### config.mk
export PLATFORM = sky130hd
export DESIGN_NAME = run_length_byte_encoder
export DESIGN_NICKNAME = d
export VERILOG_FILES = /design/src/rtl/rlbe_pkg.sv /design/src/rtl/rlbe_front.sv /design/src/rtl/rlbe_queue.sv /design/src/rtl/rlbe_back.sv /design/src/rtl/run_length_byte_encoder.sv
export SDC_FILE = /design/constraint.sdc
export NUM_CORES = 1
export LEC_CHECK = 0
export ABC_AREA = 1
export CELL_PAD_IN_SITES_DETAIL_PLACEMENT = 1
export CELL_PAD_IN_SITES_GLOBAL_PLACEMENT = 2
export CORE_ASPECT_RATIO = 2
export CORE_UTILIZATION = 35
export CTS_BUF_LIST = sky130_fd_sc_hd__clkbuf_16
export DETAILED_ROUTE_END_ITERATION = 8
export DONT_BUFFER_PORTS = 1
export PLACE_DENSITY = 0.65
export SETUP_SLACK_MARGIN = 0.2
export SYNTH_ARGS = -nofsm -noshare
export SYNTH_HDL_FRONTEND = slang
export SYNTH_SLANG_ARGS = --single-unit
export TNS_END_PERCENT = 30
### constraint.sdc
create_clock -name i_clk -period 6.38 [get_ports i_clk]
set_input_delay 0.319 -clock i_clk [delete_from_list [all_inputs] [get_ports i_clk]]
set_output_delay 0.319 -clock i_clk [all_outputs]
set_load 0.02 [all_outputs]
### src/rtl/rlbe_pkg.sv
// ----------------------------------------------------------------------------
// rlbe_pkg
// shared types, constants and helpers of the run-length byte encoder
// ----------------------------------------------------------------------------
package rlbe_pkg;

    // count bytes per record (1 to 8)
    localparam int COUNT_BYTES = 4;
    localparam int SYM_W       = 8;
    localparam int LEN_W       = 31;
    localparam int IDX_W       = $clog2(COUNT_BYTES + 1);

    // largest run a record may carry
    localparam logic [LEN_W-1:0] RUN_LIMIT = (COUNT_BYTES >= 4) ? {LEN_W{1'b1}} :
        LEN_W'((64'd1 << (8 * COUNT_BYTES)) - 64'd1);

    // record queue between front and back
    localparam int Q_DEPTH = 4;
    localparam int Q_AW    = $clog2(Q_DEPTH);
    localparam int Q_CW    = $clog2(Q_DEPTH + 1);

    typedef struct packed {
        logic [SYM_W-1:0] sym;
        logic [LEN_W-1:0] len;
    } t_record;

    // up to two records caused by one input byte
    typedef struct packed {
        logic    has_close;
        t_record close_rec;
        logic    has_flush;
        t_record flush_rec;
    } t_entry;

    typedef struct packed {
        logic full;
        logic empty;
    } t_q_status;

    // count byte k of a run length, least significant first, zero above bit 31
    function automatic logic [7:0] count_byte(input logic [LEN_W-1:0] len,
                                              input logic [IDX_W-1:0] k);
        logic [31:0] w;
        w = {1'b0, len};
        count_byte = 8'(w >> {k, 3'b000});
    endfunction

endpackage

### src/rtl/rlbe_front.sv
// ----------------------------------------------------------------------------
// rlbe_front
// run tracking: takes input bytes and queues finished and flushed runs
// ----------------------------------------------------------------------------
module rlbe_front import rlbe_pkg::*; (
    input  logic             i_clk,
    input  logic             i_rst_n,
    input  logic             i_accept,
    input  logic [SYM_W-1:0] i_data,
    input  logic             i_final,
    output logic             o_push,
    output t_entry           o_entry
);

    logic [SYM_W-1:0] r_sym, n_sym;
    logic [LEN_W-1:0] r_len, n_len;
    logic             r_open, n_open;

    logic             w_close;
    logic [LEN_W-1:0] w_new_len;

    always_comb begin
        w_close   = r_open && !((i_data == r_sym) && (r_len < RUN_LIMIT));
        w_new_len = (r_open && !w_close) ? r_len + LEN_W'(1) : LEN_W'(1);

        o_entry.has_close     = w_close;
        o_entry.close_rec.sym = r_sym;
        o_entry.close_rec.len = r_len;
        o_entry.has_flush     = i_final;
        o_entry.flush_rec.sym = i_data;
        o_entry.flush_rec.len = w_new_len;
        o_push = i_accept && (w_close || i_final);

        n_sym  = r_sym;
        n_len  = r_len;
        n_open = r_open;
        if (i_accept) begin
            if (i_final) begin
                n_sym  = '0;
                n_len  = '0;
                n_open = 1'b0;
            end else begin
                n_sym  = i_data;
                n_len  = w_new_len;
                n_open = 1'b1;
            end
        end
    end

    always_ff @(posedge i_clk) begin
        if (!i_rst_n) begin
            r_sym  <= '0;
            r_len  <= '0;
            r_open <= 1'b0;
        end else begin
            r_sym  <= n_sym;
            r_len  <= n_len;
            r_open <= n_open;
        end
    end

endmodule

### src/rtl/rlbe_queue.sv
// ----------------------------------------------------------------------------
// rlbe_queue
// short circular queue of record entries between front and back
// ----------------------------------------------------------------------------
module rlbe_queue import rlbe_pkg::*; (
    input  logic      i_clk,
    input  logic      i_rst_n,
    input  logic      i_push,
    input  t_entry    i_entry,
    input  logic      i_pop,
    output t_entry    o_head,
    output t_q_status o_status
);

    t_entry          r_mem [Q_DEPTH];
    logic [Q_AW-1:0] r_wr_ptr, n_wr_ptr;
    logic [Q_AW-1:0] r_rd_ptr, n_rd_ptr;
    logic [Q_CW-1:0] r_count, n_count;

    logic w_push, w_pop;

    always_comb begin
        o_status.full  = (r_count == Q_CW'(Q_DEPTH));
        o_status.empty = (r_count == '0);
        o_head         = r_mem[r_rd_ptr];

        w_push = i_push && !o_status.full;
        w_pop  = i_pop && !o_status.empty;

        n_wr_ptr = w_push ? r_wr_ptr + Q_AW'(1) : r_wr_ptr;
        n_rd_ptr = w_pop  ? r_rd_ptr + Q_AW'(1) : r_rd_ptr;
        n_count  = r_count;
        if (w_push && !w_pop) begin
            n_count = r_count + Q_CW'(1);
        end else if (w_pop && !w_push) begin
            n_count = r_count - Q_CW'(1);
        end
    end

    always_ff @(posedge i_clk) begin
        if (w_push) begin
            r_mem[r_wr_ptr] <= i_entry;
        end
    end

    always_ff @(posedge i_clk) begin
        if (!i_rst_n) begin
            r_wr_ptr <= '0;
            r_rd_ptr <= '0;
            r_count  <= '0;
        end else begin
            r_wr_ptr <= n_wr_ptr;
            r_rd_ptr <= n_rd_ptr;
            r_count  <= n_count;
        end
    end

endmodule

### src/rtl/rlbe_back.sv
// ----------------------------------------------------------------------------
// rlbe_back
// record serialiser: turns queued entries into symbol and count bytes
// ----------------------------------------------------------------------------
module rlbe_back import rlbe_pkg::*; (
    input  logic        i_clk,
    input  logic        i_rst_n,
    input  t_entry      i_head,
    input  logic        i_head_valid,
    output logic        o_pop,
    output logic        o_tvalid,
    input  logic        i_tready,
    output logic [7:0]  o_tdata,
    output logic        o_tlast
);

    logic             r_phase, n_phase;   // 0 closing record, 1 flush record
    logic [IDX_W-1:0] r_idx, n_idx;       // 0 symbol, then count bytes
    logic             r_valid, n_valid;
    logic [7:0]       r_data;
    logic             r_last;

    logic             w_load;
    logic             w_sel_flush;
    t_record          w_rec;
    logic [7:0]       w_byte;
    logic             w_rec_end;
    logic             w_entry_end;

    always_comb begin
        w_load      = i_head_valid && (!r_valid || i_tready);
        w_sel_flush = r_phase || !i_head.has_close;
        w_rec       = w_sel_flush ? i_head.flush_rec : i_head.close_rec;
        w_byte      = (r_idx == '0) ? w_rec.sym : count_byte(w_rec.len, r_idx - IDX_W'(1));
        w_rec_end   = (r_idx == IDX_W'(COUNT_BYTES));
        w_entry_end = w_rec_end && (w_sel_flush || !i_head.has_flush);

        o_pop   = w_load && w_entry_end;
        n_phase = r_phase;
        n_idx   = r_idx;
        if (w_load) begin
            if (w_entry_end) begin
                n_phase = 1'b0;
                n_idx   = '0;
            end else if (w_rec_end) begin
                n_phase = 1'b1;
                n_idx   = '0;
            end else begin
                n_idx = r_idx + IDX_W'(1);
            end
        end

        n_valid = w_load ? 1'b1 : (i_tready ? 1'b0 : r_valid);
    end

    always_ff @(posedge i_clk) begin
        if (!i_rst_n) begin
            r_phase <= 1'b0;
            r_idx   <= '0;
            r_valid <= 1'b0;
        end else begin
            r_phase <= n_phase;
            r_idx   <= n_idx;
            r_valid <= n_valid;
        end
    end

    always_ff @(posedge i_clk) begin
        if (w_load) begin
            r_data <= w_byte;
            r_last <= w_entry_end;
        end
    end

    assign o_tvalid = r_valid;
    assign o_tdata  = r_data;
    assign o_tlast  = r_last;

endmodule

### src/rtl/run_length_byte_encoder.sv
// ----------------------------------------------------------------------------
// run_length_byte_encoder
// run-length encoder emitting a symbol byte and a little-endian count per run
// ----------------------------------------------------------------------------
//
//  channel   dir  tdata               tlast
//  s_axis    in   [7:0] data byte     final byte of the stream
//  m_axis    out  [7:0] record byte   last record byte caused by an input
//
//  - the front takes one byte per cycle whenever the record queue is not full
//  - each input that closes or flushes a run queues one entry (one or two records)
//  - the back sends one byte per cycle while not stalled: 1 + COUNT_BYTES bytes per
//    record, so a stream of short runs is paced by the output port
//  - synchronous active-low reset clears run state, queue pointers and output valid
//  - output stalls fill the queue and then hold s_axis_tready low
//
module run_length_byte_encoder import rlbe_pkg::*; (
    input  logic       i_clk,
    input  logic       i_rst_n,
    input  logic       s_axis_tvalid,
    output logic       s_axis_tready,
    input  logic [7:0] s_axis_tdata,     // [7:0] data_byte
    input  logic       s_axis_tlast,     // final_byte
    output logic       m_axis_tvalid,
    input  logic       m_axis_tready,
    output logic [7:0] m_axis_tdata,     // [7:0] out_byte
    output logic       m_axis_tlast      // last_of_burst
);

    logic      w_accept;
    logic      w_push;
    t_entry    w_entry;
    logic      w_pop;
    t_entry    w_head;
    t_q_status w_q_stat;

    // input transfer whenever the queue has a free slot
    assign s_axis_tready = !w_q_stat.full;
    assign w_accept      = s_axis_tvalid && s_axis_tready;

    rlbe_front u_front (
        .i_clk   (i_clk),
        .i_rst_n (i_rst_n),
        .i_accept(w_accept),
        .i_data  (s_axis_tdata),
        .i_final (s_axis_tlast),
        .o_push  (w_push),
        .o_entry (w_entry)
    );

    rlbe_queue u_queue (
        .i_clk   (i_clk),
        .i_rst_n (i_rst_n),
        .i_push  (w_push),
        .i_entry (w_entry),
        .i_pop   (w_pop),
        .o_head  (w_head),
        .o_status(w_q_stat)
    );

    // serialiser with its own output register
    rlbe_back u_back (
        .i_clk       (i_clk),
        .i_rst_n     (i_rst_n),
        .i_head      (w_head),
        .i_head_valid(!w_q_stat.empty),
        .o_pop       (w_pop),
        .o_tvalid    (m_axis_tvalid),
        .i_tready    (m_axis_tready),
        .o_tdata     (m_axis_tdata),
        .o_tlast     (m_axis_tlast)
    );

`ifndef NO_ASSERTIONS
    // an entry is never written into a full queue
    a_push_room: assert property (@(posedge i_clk) disable iff (!i_rst_n)
        w_push |-> !w_q_stat.full)
        else $error("record entry pushed into full queue");

    // an entry is only retired while one is held
    a_pop_held: assert property (@(posedge i_clk) disable iff (!i_rst_n)
        w_pop |-> !w_q_stat.empty)
        else $error("record entry popped from empty queue");

    // every queued entry carries at least one record
    a_entry_nonempty: assert property (@(posedge i_clk) disable iff (!i_rst_n)
        w_push |-> (w_entry.has_close || w_entry.has_flush))
        else $error("queued entry carries no record");

    // retiring an entry always loads an end-of-burst byte
    a_pop_last: assert property (@(posedge i_clk) disable iff (!i_rst_n)
        w_pop |=> (m_axis_tvalid && m_axis_tlast))
        else $error("entry retired without end-of-burst byte");
`endif

endmodule
# Word-level counts from Yosys, hierarchy flattened
# Memory sizes are Yosys's and may differ from the RTL's. A register that Yosys moved wholly into a read port is not among the register bits.
# Index checks and enable logic that the tools add are counted.
[op_classes]
n_addsub = 7
magnitude_cmp = 1
mul = 0
eq_ne = 3
bitwise = 0
mux = 18
n_reduce_logical = 31
shifts = 1
n_div = 0
[op_table]
columns = ["operator", "count"]
rows = [
  ["31-bit 2-to-1 mux", 2],
  ["39-bit 2-to-1 mux", 1],
  ["31-bit by 1-bit adder with 31-bit output, second input constant", 1],
  ["31-bit less-than comparator, second input constant", 1],
  ["31-bit by 6-bit >> shifter with 8-bit output", 1],
  ["8-bit 2-to-1 mux", 2],
  ["1-bit logical AND", 12],
  ["3-bit 2-to-1 mux", 4],
  ["1-bit logical NOT", 9],
  ["8-bit equality test", 1],
  ["1-bit 2-to-1 mux", 7],
  ["3-bit by 1-bit adder with 3-bit output, second input constant", 2],
  ["3-bit equality test, second input constant", 2],
  ["3-bit logical NOT", 2],
  ["2-bit nonzero test", 3],
  ["3-bit by 1-bit subtractor with 3-bit output, second input constant", 2],
  ["2-bit by 1-bit adder with 2-bit output, second input constant", 2],
  ["1-bit logical OR", 4],
  ["2-bit 2-to-1 mux", 2],
  ["2-bit AND reduction", 1],
]
[totals]
romBits = 0
wordCells = 73
input_bits = 13
reg_bits = 61
mem_count = 1
mem_bits_rw = 320
output_inout_bits = 11
latch_bits = 0
[mem_list]
columns = ["memory", "words", "word_bits", "read_ports", "rd_ports_with_merged_regs", "wr", "line_no", "rtl"]
rows = [
  ["u_queue.r_mem", 4, 80, 1, 1, 1, "rlbe_queue.sv:15", "t_entry r_mem [Q_DEPTH];"],
]

# Longest topological paths before layout
# Gate-level depths: netlist (run 1).
[logic_depth]
ltp_word = 11
depth_mapped = 18
depth_no_buf = 18

# Hierarchy
# A second synthesis (run 1) with hierarchy kept.
[hier_totals]
hier_cells = 1590
hier_area_um2 = 16693.5
[modules_own_cells]
columns = ["mod", "instances", "cells_per_inst", "area_each_um2", "seq_area_each_um2"]
rows = [
  ["rlbe_queue", 1, 844, 12310.6, 9789.4],
  ["rlbe_front", 1, 467, 2840.2, 800.8],
  ["rlbe_back", 1, 275, 1525.2, 370.4],
  ["run_length_byte_encoder", 1, 4, 17.5, 0.0],
]

# Least setup slack after synthesis (run 1)
# OpenSTA, ideal clock, no wires.
[synth_timing]
kind = "register to register"
from = "register u_front.r_len[6]"
to = "memory u_queue.r_mem[0][0] (netlist name), enable pin"
required_time_ns = 5.861
path_buffers = 0
setup_ns = 0.519
synth_period_minus_slack_ns = 5.190
arrival_ns = 4.671
path_stages_with_launch = 11
slack_ns = 1.190
cell_sequence = "dfxtp_1 > nand2_2 > nor2_4 > nand2_4 > nor2_8 > nand2_4 > nand2_1 > nand2_1 > nand2_2 > nand2_1 > nor2_1"
[synth_between]
elab_chain_len = 9
[synth_rtl]
columns = ["element", "line_no", "rtl"]
rows = [
  ["start, declared", "rlbe_front.sv:16", "logic [LEN_W-1:0] r_len, n_len;"],
  ["start signal, assigned", "rlbe_front.sv:57", "r_len <= n_len;"],
  ["31-bit less-than comparator", "rlbe_front.sv:23", "w_close = r_open && !((i_data == r_sym) && (r_len < RUN_LIMIT));"],
  ["1-bit logical AND", "rlbe_front.sv:23", ""],
  ["1-bit logical NOT", "rlbe_front.sv:23", ""],
  ["1-bit logical AND", "rlbe_front.sv:23", ""],
  ["1-bit logical OR", "rlbe_front.sv:32", "o_push = i_accept && (w_close || i_final);"],
  ["1-bit logical AND", "rlbe_front.sv:32", ""],
  ["1-bit logical AND", "rlbe_queue.sv:27", "w_push = i_push && !o_status.full;"],
  ["1-bit 2-to-1 mux", "rlbe_queue.sv:41", "if (w_push) begin"],
  ["1-bit 2-to-1 mux (implied by the code)", "rlbe_queue.sv:42", "r_mem[r_wr_ptr] <= i_entry;"],
  ["end, declared", "rlbe_queue.sv:15", ""],
]
# No other way between the ends.

==> results of run 1 <==
logic make-up after synthesis:
| kind of cell | after synthesis |
|---|---|
| xor gates and xnor gates | 18 |
| DFF | 383 |
| buffers and inverters | 153 |
| AOI/OAI and AO/OA | 216 |
| adders and majority gates | 10 |
| and+or+nand+nor | 780 |
per-stage QoR:
step | instances | utilization [%] | total power [mW] | worst slack (ns) | cell area, sq um
2_1_floorplan | 1560 | - | 3.23 | 1.19 | 16500
3_3_place_gp | 2128 | 36.7 | 3.45 | 2.06 | 17100
3_5_place_dp | 2128 | 36.7 | 3.45 | 2.13 | 17100
4_1_cts | 2204 | 39.3 | 5.46 | 2.12 | 18300
5_1_grt | 2204 | 39.3 | 5.57 | 1.83 | 18300
6_report | 2204 | 39.3 | 5.38 | 2.22 | 18300
per-layer routing:
layer	vias to the layer above	part of all wire, %	routed length, microns	track usage, %
li1	5334	-	-	-
met1	5650	38	19000	22.8
met2	147	57	28900	43.4
met3	65	2.4	1220	2.10
met4	0	2.6	1310	6.54
met5	-	0	0	0
cell usage in the layout, fill, tap and decap left out, types with 5 or more instances in the layout:
cell and instances:
nand2_1 391, edfxtp_1 329, nor2_1 182, nand3_1 147
o21ai_0 97, inv_1 77, a21oi_1 62, dfxtp_1 52
clkbuf_16 37, o211ai_1 32, nor2_4 18, buf_4 18
nor2_2 15, o22ai_1 11, dlygate4sd3_1 11, nand2_2 10
clkinv_1 10, xnor2_1 10, ha_1 9, o221ai_1 8
xor2_1 8, inv_2 6, nand4_1 5, clkinv_2 5
state kept, by name, indices dropped and copies added, names as in the netlist, named ones only:
register,cells
u_queue.r_mem,320
u_front.r_len,31
u_back.o_tdata,8
u_front.r_sym,8
u_back.r_idx,3
u_queue.r_count,3
u_queue.r_rd_ptr,2
u_queue.r_wr_ptr,2
u_back.o_tlast,1
u_back.o_tvalid,1
u_back.r_phase,1
u_front.r_open,1
tightest hold or removal path: stages:
cell and delay (ns):
inv_1 0.04, nand3_1 0.11, a21oi_1 0.07
repair_timing:
action | in CTS | in global routing
hold endpoints to repair | 54 | 0
setup endpoints to repair | 0 | 0
hold buffers | 11 | 0
resized for setup | 0 | 0
layout make-up:
type / instances / area [sq um] / share of cell area (%)
flip-flops and latches: 383 / 11000 / 60.1
inverters: 75 / 284 / 1.56
multi-input cells: 1024 / 4900 / 26.9
repair buffers: 30 / 265 / 1.45
well taps: 627 / 785 / 4.30
clock inverters: 28 / 130 / 0.713
clock buffers: 37 / 926 / 5.07
worst paths after layout:
kind,start,to
setup reg to reg,register,u_queue.r_count[2]
hold / removal,s_axis_tlast,u_front.r_len[26]
setup / recovery,register,u_queue.r_count[2]
hold reg to reg,u_queue.r_rd_ptr[1],register
power by group:
group          internal (mW)  total [mW]  switching (mW)  leakage, nW
clock network           1.06        1.99           0.932        0.560
logic                  0.129       0.515           0.385         2.05
registers               2.82        2.88          0.0630         3.49
==> impl_results.md, run 1 <==
- Synth warn: 0
- Syn Nets: 1583
- Leak: 6.10 nW
- Top post-synthesis cells by count: 392 x nand2_1, 329 x edfxtp_1, 187 x nor2_1, 147 x nand3_1, 97 x o21ai_0
- Worst path bufs/invs: 4
- Normalized max-slew margin: 32.7%
- Hold Path Stages: 3
- Post-synthesis mux area share: 0%
- DRT antenna net count: 0
- Main combinational cell family by area after synthesis: simple AND/OR/NAND/NOR gates
- First-pass DRT Iterations: 4
- Seq cells post-synth: 383
- Worst r2r path cells: 15
- Final setup viols: 0
- Vias per cell: between 5 and 6
- XOR/XNOR share of the synthesized area: 0.956%
- Row Count: 112
- Crit end category: register
- Seq/Total Area, Yosys: between 60% and 70%
- Setup Total Neg Slack: 0 ns
- Largest net degree at the start of global routing: 75
- Drt wl/cell: 22.9 microns
- Synth async-reset ratio: 0%
- Yosys cell types: 38
- Cell Area, Synth: 0.0165 sq mm
- Synth top area share: 59.9%
- CP Max Fanout: 56
- Final Max Slew Viols: 0
- Htree depth: 2
- Longest Clk Path Bufs: 3
- DR iter-0 viols: 508
- CP Depth: 15
- Clock Latency Late Sink: between 0.5 and 0.6 ns
- Post-synthesis simple-gate area fraction: 20.4%
- PD cells: 295 mW/mm^2
- IO Pins: 24
- Final layout net count: 1573
- First-pass GRT wire length: 75.0 mm
- N_diodes: 0
- Critical path arrival: 4.57 ns
- Hold Path Class: input pin to register
- Post-synthesis adder-cell area fraction: 0.804%
- Reg2Reg Setup Slack: 2.22 ns
- Die H: ~310 microns
- # DRC: 0
- Core box area: 0.0465 sq mm
- Gr usage total: 21.5%
- Clk_skew: 0.0160 ns
- CP max stage delay: 0.69 ns
- F_max: 0.241 GHz
- Count leader, synth: nand2_1
- Die width: about 160 microns
- Area leader, netlist: edfxtp_1
- Synth Area in Compound Gates: between 7 and 8%
- # clock sinks: 383
- Fillers: 5159
- CTS Buf Count: 36
- Vias in the first global route: 11900
- CTS tree: yes
- RSZ-0062 raised after global routing: false
- Worst Tran Pin Value: 1.01 ns
- Initial Util: 35.5%
- Initial antenna violation count: 0
- Post-Route WL: 50.4 mm
- Main area contributors after synthesis: edfxtp_1 60%, nand2_1 8.9%, dfxtp_1 6.6%, nand3_1 4.5%, nor2_1 4.3%
- Layout cell share with drive strength beyond 1: 7.93%
- Outcome: complete, no violations
- Top delay family on crit path: buffers and inverters
- Hold Slack: about 0.057 ns
- HPWL Detailed: 30.6 mm
- Routed via count: 11200
- Root Driver: clkbuf_16
- Crit path cell chain: inv_2 > buf_4 > nand2_1 > nand2_2 > nand2_4 > inv_2 > nand2_1 > nand2_2 > ha_1 > inv_1 > fa_1 > a21oi_1 > o21ai_0 > o21ai_0 > a21oi_1
- Mean Syn Cell Area: about 11 sq um
- Req. time, crit path: 6.80 ns
- Startpoint Class: register
- Period utilization: 65.2%
- Post CTS Setup Buffer Count: 0
- Worst path slowest cell: buf_4
- Grt ovf: 0
- Layout area overhead: 10.7%
- Die area: approximately 0.048 sq mm
- Most used DFF post-synth: edfxtp_1
- Maxcap violations: 0
- Gpl congestion: 0.787
- Fin. Hold Viols: 0
- Post-synth EDFFs: 329
- Setup CP Type: register to register
- Worst vdd ir: roughly 0.18 mV
- Fin crit period: slightly above 4 ns
- Worst-path clk slew: 0.06 ns
- # port buffers: 0
- Post-Synthesis Cells: about 1600
No activity file was read; power rests on OpenSTA's default activity.
==> run 2, diff against run 1 <==
--- a/config.mk
+++ b/config.mk
@@ -5,7 +5,7 @@
 export SDC_FILE = /design/constraint.sdc
 export NUM_CORES = 1
 export LEC_CHECK = 0
-export ABC_AREA = 1
+export ABC_AREA = 0
 export CELL_PAD_IN_SITES_DETAIL_PLACEMENT = 1
 export CELL_PAD_IN_SITES_GLOBAL_PLACEMENT = 2
 export CORE_ASPECT_RATIO = 2
@@ -13,7 +13,7 @@
 export CTS_BUF_LIST = sky130_fd_sc_hd__clkbuf_16
 export DETAILED_ROUTE_END_ITERATION = 8
 export DONT_BUFFER_PORTS = 1
-export PLACE_DENSITY = 0.65
+export PLACE_DENSITY = 0.59
 export SETUP_SLACK_MARGIN = 0.2
 export SYNTH_ARGS = -nofsm -noshare
 export SYNTH_HDL_FRONTEND = slang
==> constraint.sdc (replaced) <==
create_clock -name i_clk -period 4 [get_ports i_clk]
set_input_delay 0.2 -clock i_clk [delete_from_list [all_inputs] [get_ports i_clk]]
set_output_delay 0.2 -clock i_clk [all_outputs]
set_load 0.02 [all_outputs]
==> run 2 against run 1 <==
Net effect:
- the flow now finishes with violations (DRC)
- setup slack worse by 1.5 ns
- first-iteration DRC count shrank 12%
- global-route usage down 2.8 points
- clock skew grew 0.0068 ns
- sequential cell count did not move
- clock power up 65%
==> impl_results.md, run 2 <==
- Gpl congestion: between 0.7 and 0.8
- Finished layout cell area: 0.0180 sq mm
- Hold Path Class: input pin to register
- Cell Area, Synth: approximately 0.016 sq mm
- First-pass GRT wire length: 61.7 mm
- Most frequent cells in the layout: 329 x edfxtp_1, 71 x mux4_2, 65 x nor2_1, 52 x dfxtp_1, 42 x mux2i_1
- Dpl cell area: around 0.017 sq mm
- Post-synth EDFFs: approximately 330
- CTS tree: yes
- Initial antenna violation count: 0
- Worst path slowest cell: dfxtp_1
- Routed via count: between 8000 and 9000
- Combinational power share: 9.4%
- PD cells: 484 mW/mm^2
- Synth warn: 0
- Most common cell after layout, fill and taps aside: edfxtp_1
- HPWL Detailed: 27.7 mm
- Outcome: finished with violations
- Top reg by flops: u_queue.r_mem
- Row Count: 110
- F_max: 0.301 GHz
- Final layout net count: 1025
- # clock sinks: 383
- Fillers: 4411
- Final worst setup slack: 0.676 ns
- Largest register FFs: 320
- Count leader, synth: edfxtp_1
- Htree depth: 2
- Util after Layout: 40.2%
- Fin. Hold Viols: 0
- Final cell count without fillers: 1590
- Clk pwr share: between 30 and 40%
- Gr usage total: 18.7%
- Drt wl/cell: 26.4 microns
- Initial Util: 35.3%
- First-pass DRT Iterations: 8
- Grt ovf: 0
- Normalized max-slew margin: around 34%
- Yosys cell types: 60
- Post-placement setup slack: 0.674 ns
- CP Max Fanout: 9
- Top post-synthesis cells by count: 329 x edfxtp_1, 71 x mux4_2, 65 x nor2_1, 54 x dfxtp_1, 42 x mux2i_1
- Most used DFF post-synth: edfxtp_1
- Post CTS Setup Buffer Count: 0
- Die H: ~300 microns
- N_diodes: 0
- Crit end category: register
- Vias per cell: about 5.2
- Area leader, netlist: edfxtp_1
- Synth async-reset ratio: 0%
- Synth top area share: 62.3%
- CTS Buf Count: 36
- Hold Slack: between 0.06 and 0.07 ns
- Longest Clk Path Bufs: 3
- Startpoint Class: register
- Main area contributors after synthesis: edfxtp_1 62%, mux4_2 10%, dfxtp_1 6.8%, mux2i_1 2.7%, xnor2_1 1.5%
- Layout area overhead: 13.7%
- Die width: ~150 microns
- Layout cell share with drive strength beyond 1: a little under a fifth
- Worst Tran Pin Value: 0.989 ns
- # DRC: 5
- Fin crit period: roughly 3.3 ns
- DR iter-0 viols: 448
- Worst-path clk slew: 0.06 ns
- Post-Synthesis Cells: around 960
- Leak: 5.75 nW
- Seq/Total Area, Yosys: 69.2%
- Clk_skew: roughly 0.023 ns
- Failing checks: DRC
- Final Max Slew Viols: 0
- Net Sw Frac: between 20% and 30%
- Sequential share of power: 52.9%
- RSZ-0062 raised after global routing: false
- Die area: 0.0462 sq mm
- DRT antenna net count: 0
- Largest net degree at the start of global routing: 38
- Vias in the first global route: 9243
- Placed insts: around 1500
- Root Driver: clkbuf_16
- Final setup viols: 0
- Critical path arrival: 3.78 ns
- Mean Syn Cell Area: 16.5 sq um
- IO Pins: 24
- Core box area: between 0.04 and 0.05 sq mm
- Post-Route WL: between 40 and 50 mm
- Power after layout: 8.72 mW
- Setup CP Type: register to register
- Internal power: 6.63 mW
- Largest regs: u_queue.r_mem (320), u_front.r_len (31)
- Post-CTS Resized: 0
- Syn Nets: ~980
- Clock Latency Late Sink: ~0.54 ns
- Crit path cell chain: nand4_1 > nor4_4 > nor4b_4 > o31a_1 > ha_1 > inv_1 > fa_1 > xor2_1 > or3_1 > a21oi_1
- Seq cells post-synth: 383
- # port buffers: 0
- Period utilization: 83.1%
- CP max stage delay: around 0.5 ns
- Setup Total Neg Slack: 0 ns
- Maxcap violations: 0
- Switching pwr: approximately 2.1 mW
- Worst vdd ir: 0.273 mV
- Req. time, crit path: ~4.5 ns
## run 2: path summary, 6_finish.rpt
check / startpoint / to / slack (ns) / cells after the start
worst min register to register: u_back.r_idx[1] / u_back.r_idx[1] / 0.50 / 2
worst max-delay path: u_front.r_len[16] / u_queue.r_count[2] / 0.68 / 10
worst max register to register: u_front.r_len[16] / u_queue.r_count[2] / 0.68 / 10
worst min-delay path: i_rst_n / u_front.r_len[1] / 0.06 / 2
## run 2: power by group through the flow
stage | logic [mW] | clock network (mW) | registers, mW
final | 0.820 | 3.29 | 4.61
after global routing | 0.875 | 3.49 | 4.63
after CTS | 0.851 | 3.38 | 4.62
after detailed placement | 0.827 | 0 | 4.70
after global placement | 0.829 | 0 | 4.69
after floorplan | 0.458 | 0 | 4.68
## run 2: critical path: cells and delay by family, from the launching register on
family	cells	cell delay, ns
DFF	1	0.50
and+or+nand+nor	4	1.30
adders and majority gates	2	0.64
xor gates and xnor gates	1	0.15
buffers and inverters	1	0.06
AOI/OAI and AO/OA	2	0.58
## run 2: cell type report
class,instances,area (sq um),share of cell area (%)
clock inverter,29,183,1.01
timing repair buffer,54,586,3.25
clock buffer,37,926,5.14
tap,560,701,3.89
inverter,17,63.8,0.354
sequential,383,11000,60.9
multi-input combinational,510,4590,25.5
## run 2: cell families (layout without fill, tap and decap cells)
logic type	Yosys count	count (layout)	share of synthesized area, %
XOR/XNOR	39	39	2.16
AND/OR/NAND/NOR	226	226	7.75
multiplexers	127	127	13.7
AO/OA/AOI/OAI	108	108	4.29
buffers and inverters	65	137	2.08
flip-flops	383	383	69.2
adder cells (fa/ha/maj)	10	10	0.837
## run 2: per-layer routing
metal | GRT usage [%] | wire [microns] | vias up
met3 | 2.16 | 978 | 63
met5 | 0 | 0 | -
met4 | 7.53 | 1380 | 0
met1 | 19.2 | 15200 | 4329
li1 | - | - | 3829
met2 | 37.9 | 24500 | 114
## run 2: what timing repair did
action | 4_1_cts | 5_1_grt
setup endpoints to repair | 0 | 0
hold buffers | 12 | 0
endpoints found under the hold margin | 52 | 0
==> run 3, diff against run 2 <==
--- a/config.mk
+++ b/config.mk
@@ -5,7 +5,7 @@
 export SDC_FILE = /design/constraint.sdc
 export NUM_CORES = 1
 export LEC_CHECK = 0
-export ABC_AREA = 0
+export ABC_AREA = 1
 export CELL_PAD_IN_SITES_DETAIL_PLACEMENT = 1
 export CELL_PAD_IN_SITES_GLOBAL_PLACEMENT = 2
 export CORE_ASPECT_RATIO = 2
@@ -13,7 +13,7 @@
 export CTS_BUF_LIST = sky130_fd_sc_hd__clkbuf_16
 export DETAILED_ROUTE_END_ITERATION = 8
 export DONT_BUFFER_PORTS = 1
-export PLACE_DENSITY = 0.59
+export PLACE_DENSITY = 0.65
 export SETUP_SLACK_MARGIN = 0.2
 export SYNTH_ARGS = -nofsm -noshare
 export SYNTH_HDL_FRONTEND = slang
==> constraint.sdc (replaced) <==
create_clock -name i_clk -period 3.4 [get_ports i_clk]
set_input_delay 0.17 -clock i_clk [delete_from_list [all_inputs] [get_ports i_clk]]
set_output_delay 0.17 -clock i_clk [all_outputs]
set_load 0.02 [all_outputs]
==> run 3 against run 2 <==
Net effect:
- power up 24%
- cell count up 42%
- routed wire length up 18%
- die area up 4.0%
- sequential power up 17%
- the flow now finishes without violations
- hold slack worse by 0.0081 ns
- largest cell class unchanged
- combinational power up 27%
==> impl_results.md, run 3 (synthesized netlist as in run 1, its figures left out) <==
- Outcome: complete, no violations
- Setup CP Type: register to register
- CTS tree: yes
- Critical path arrival: ~3.3 ns
- Worst Tran Pin Value: 0.946 ns
- DR iter-0 viols: 554
- Die area: 0.0481 sq mm
- Clock Latency Late Sink: 0.56 ns
- Htree depth: 2
- # clock sinks: 383
- Worst-path clk slew: approximately 0.070 ns
- First-pass DRT Iterations: 5
- Leak: 6.53 nW
- Vias in the first global route: 12000
- Row Count: 112
- DRT antenna net count: 0
- Finished layout cell area: 0.0191 sq mm
- # DRC: 0
- Final worst setup slack: 0.536 ns
- Post-Route WL: 49.8 mm
- Worst r2r path cells: 17
- F_max: 0.349 GHz
- Dpl cell area: 0.0177 sq mm
- Layout cell share with drive strength beyond 1: between 10 and 15%
- Most common cell after layout, fill and taps aside: nand2_1
- # port buffers: 0
- Most frequent cells in the layout: 391 x nand2_1, 329 x edfxtp_1, 182 x nor2_1, 147 x nand3_1, 97 x o21ai_0
- First-pass GRT wire length: 75.2 mm
- N_diodes: 0
- Power after layout: 10.8 mW
- Fin. Hold Viols: 0
- Die H: 309 microns
- Longest Clk Path Bufs: 3
- Routed via count: between 10000 and 15000
- Final layout net count: around 1600
- Drt wl/cell: 22.0 microns
- Grt ovf: 0
- HPWL Detailed: 31.6 mm
- Initial Util: between 30% and 40%
- Vias per cell: 5.01
- Period utilization: between 80 and 90%
- Initial antenna violation count: 0
- CTS Buf Count: 37
- Final setup viols: 0
- Fin crit period: approximately 2.9 ns
- Maxcap violations: 0
- Die width: between 150 and 200 microns
- RSZ-0062 raised after global routing: false
- Hold Path Class: input pin to register
- Gr usage total: 21.4%
- Req. time, crit path: between 3 and 4 ns
- Worst vdd ir: 0.308 mV
- Core box area: 0.0465 sq mm
- Clk_skew: 0.0183 ns
- Final Max Slew Viols: 0
- CP Max Fanout: 9
- Post-CTS Resized: 0
- Largest net degree at the start of global routing: 156
- IO Pins: 24
- Largest register FFs: 320
- Largest regs: u_queue.r_mem (320), u_front.r_len (31)
- Gpl congestion: about 0.8
- Root Driver: clkbuf_16
- Hold Path Stages: 3
- Startpoint Class: register
- Layout area overhead: 15.7%
- Crit end category: register
- Post-placement setup slack: around 0.52 ns
- Normalized max-slew margin: 36.9%
- PD cells: 566 mW/mm^2
- Top reg by flops: u_queue.r_mem
run 3: cell count changes in the layout (fill, tap and decap cells not counted), sizes merged, moves of 14 or more:
| cell | change |
|---|---|
| buf | +29 |
| mux4 | -71 |
| nor2 | +151 |
| xnor2 | -18 |
| nor2b | -16 |
| mux2i | -42 |
| nand3 | +133 |
| o21ai | +69 |
| a21oi | +31 |
| nand2 | +367 |
| inv | +50 |
| mux2 | -14 |
| o211ai | +32 |
run 3: worst paths after layout:
kind / from / endpoint / slack (ns)
min: m_axis_tready / u_back.r_idx[0] / 0.05
min reg2reg: u_queue.r_rd_ptr[1] / register / 0.49
max reg2reg: u_front.r_len[24] / u_queue.r_count[2] / 0.54
max: u_front.r_len[24] / u_queue.r_count[2] / 0.54
run 3: metal layers:
layer | share of wire, % | GRT usage [%] | vias to the layer above
li1 | - | - | 5451
met1 | 38 | 23.3 | 5622
met5 | 0 | 0 | -
met4 | 4.2 | 9.51 | 0
met2 | 55 | 41.2 | 168
met3 | 2.4 | 2.13 | 77
run 3: power breakdown:
group          switching (mW)  internal, mW
clock network            1.82          2.55
logic                   0.747         0.292
registers               0.113          5.28
run 3: stage by stage:
stage / utilization (%) / hold slack (ns) / std cells / setup TNS [ns]
2_1_floorplan: - / 0.269 / 1560 / -157.07
3_3_place_gp: 38.0 / 0.269 / 2180 / 0
3_5_place_dp: 38.0 / 0.269 / 2180 / 0
4_1_cts: 41.0 / 0.0476 / 2259 / 0
5_1_grt: 41.0 / 0.110 / 2259 / 0
6_report: 41.0 / 0.0522 / 2259 / 0
run 3: layout make-up:
type                    instances  area, sq um
clock buffers                  39          976
clock inverters                29          300
inverters                      75          284
well taps                     627          785
flip-flops and latches        383        11000
multi-input cells            1024         4900
fillers                      5115        27400
repair buffers                 82          868
run 3: timing repair:
| item | CTS | global route |
|---|---|---|
| buffers inserted | 0 | 0 |
| endpoints found under the hold margin | 55 | 0 |
| hold buffers | 11 | 0 |
run 3: worst max-delay path: stages (launching register included):
cell     delay, ns
dfxtp_1       0.50
nand2_1       0.15
nor2_1        0.16
nand2_1       0.06
nor2_1        0.18
nand2_4       0.09
nand2_1       0.08
nand2_1       0.14
nand2_2       0.15
nand2_1       0.09
inv_1         0.08
ha_1          0.13
inv_1         0.06
fa_1          0.38
a21oi_1       0.15
o21ai_0       0.11
o21ai_0       0.16
a21oi_1       0.07
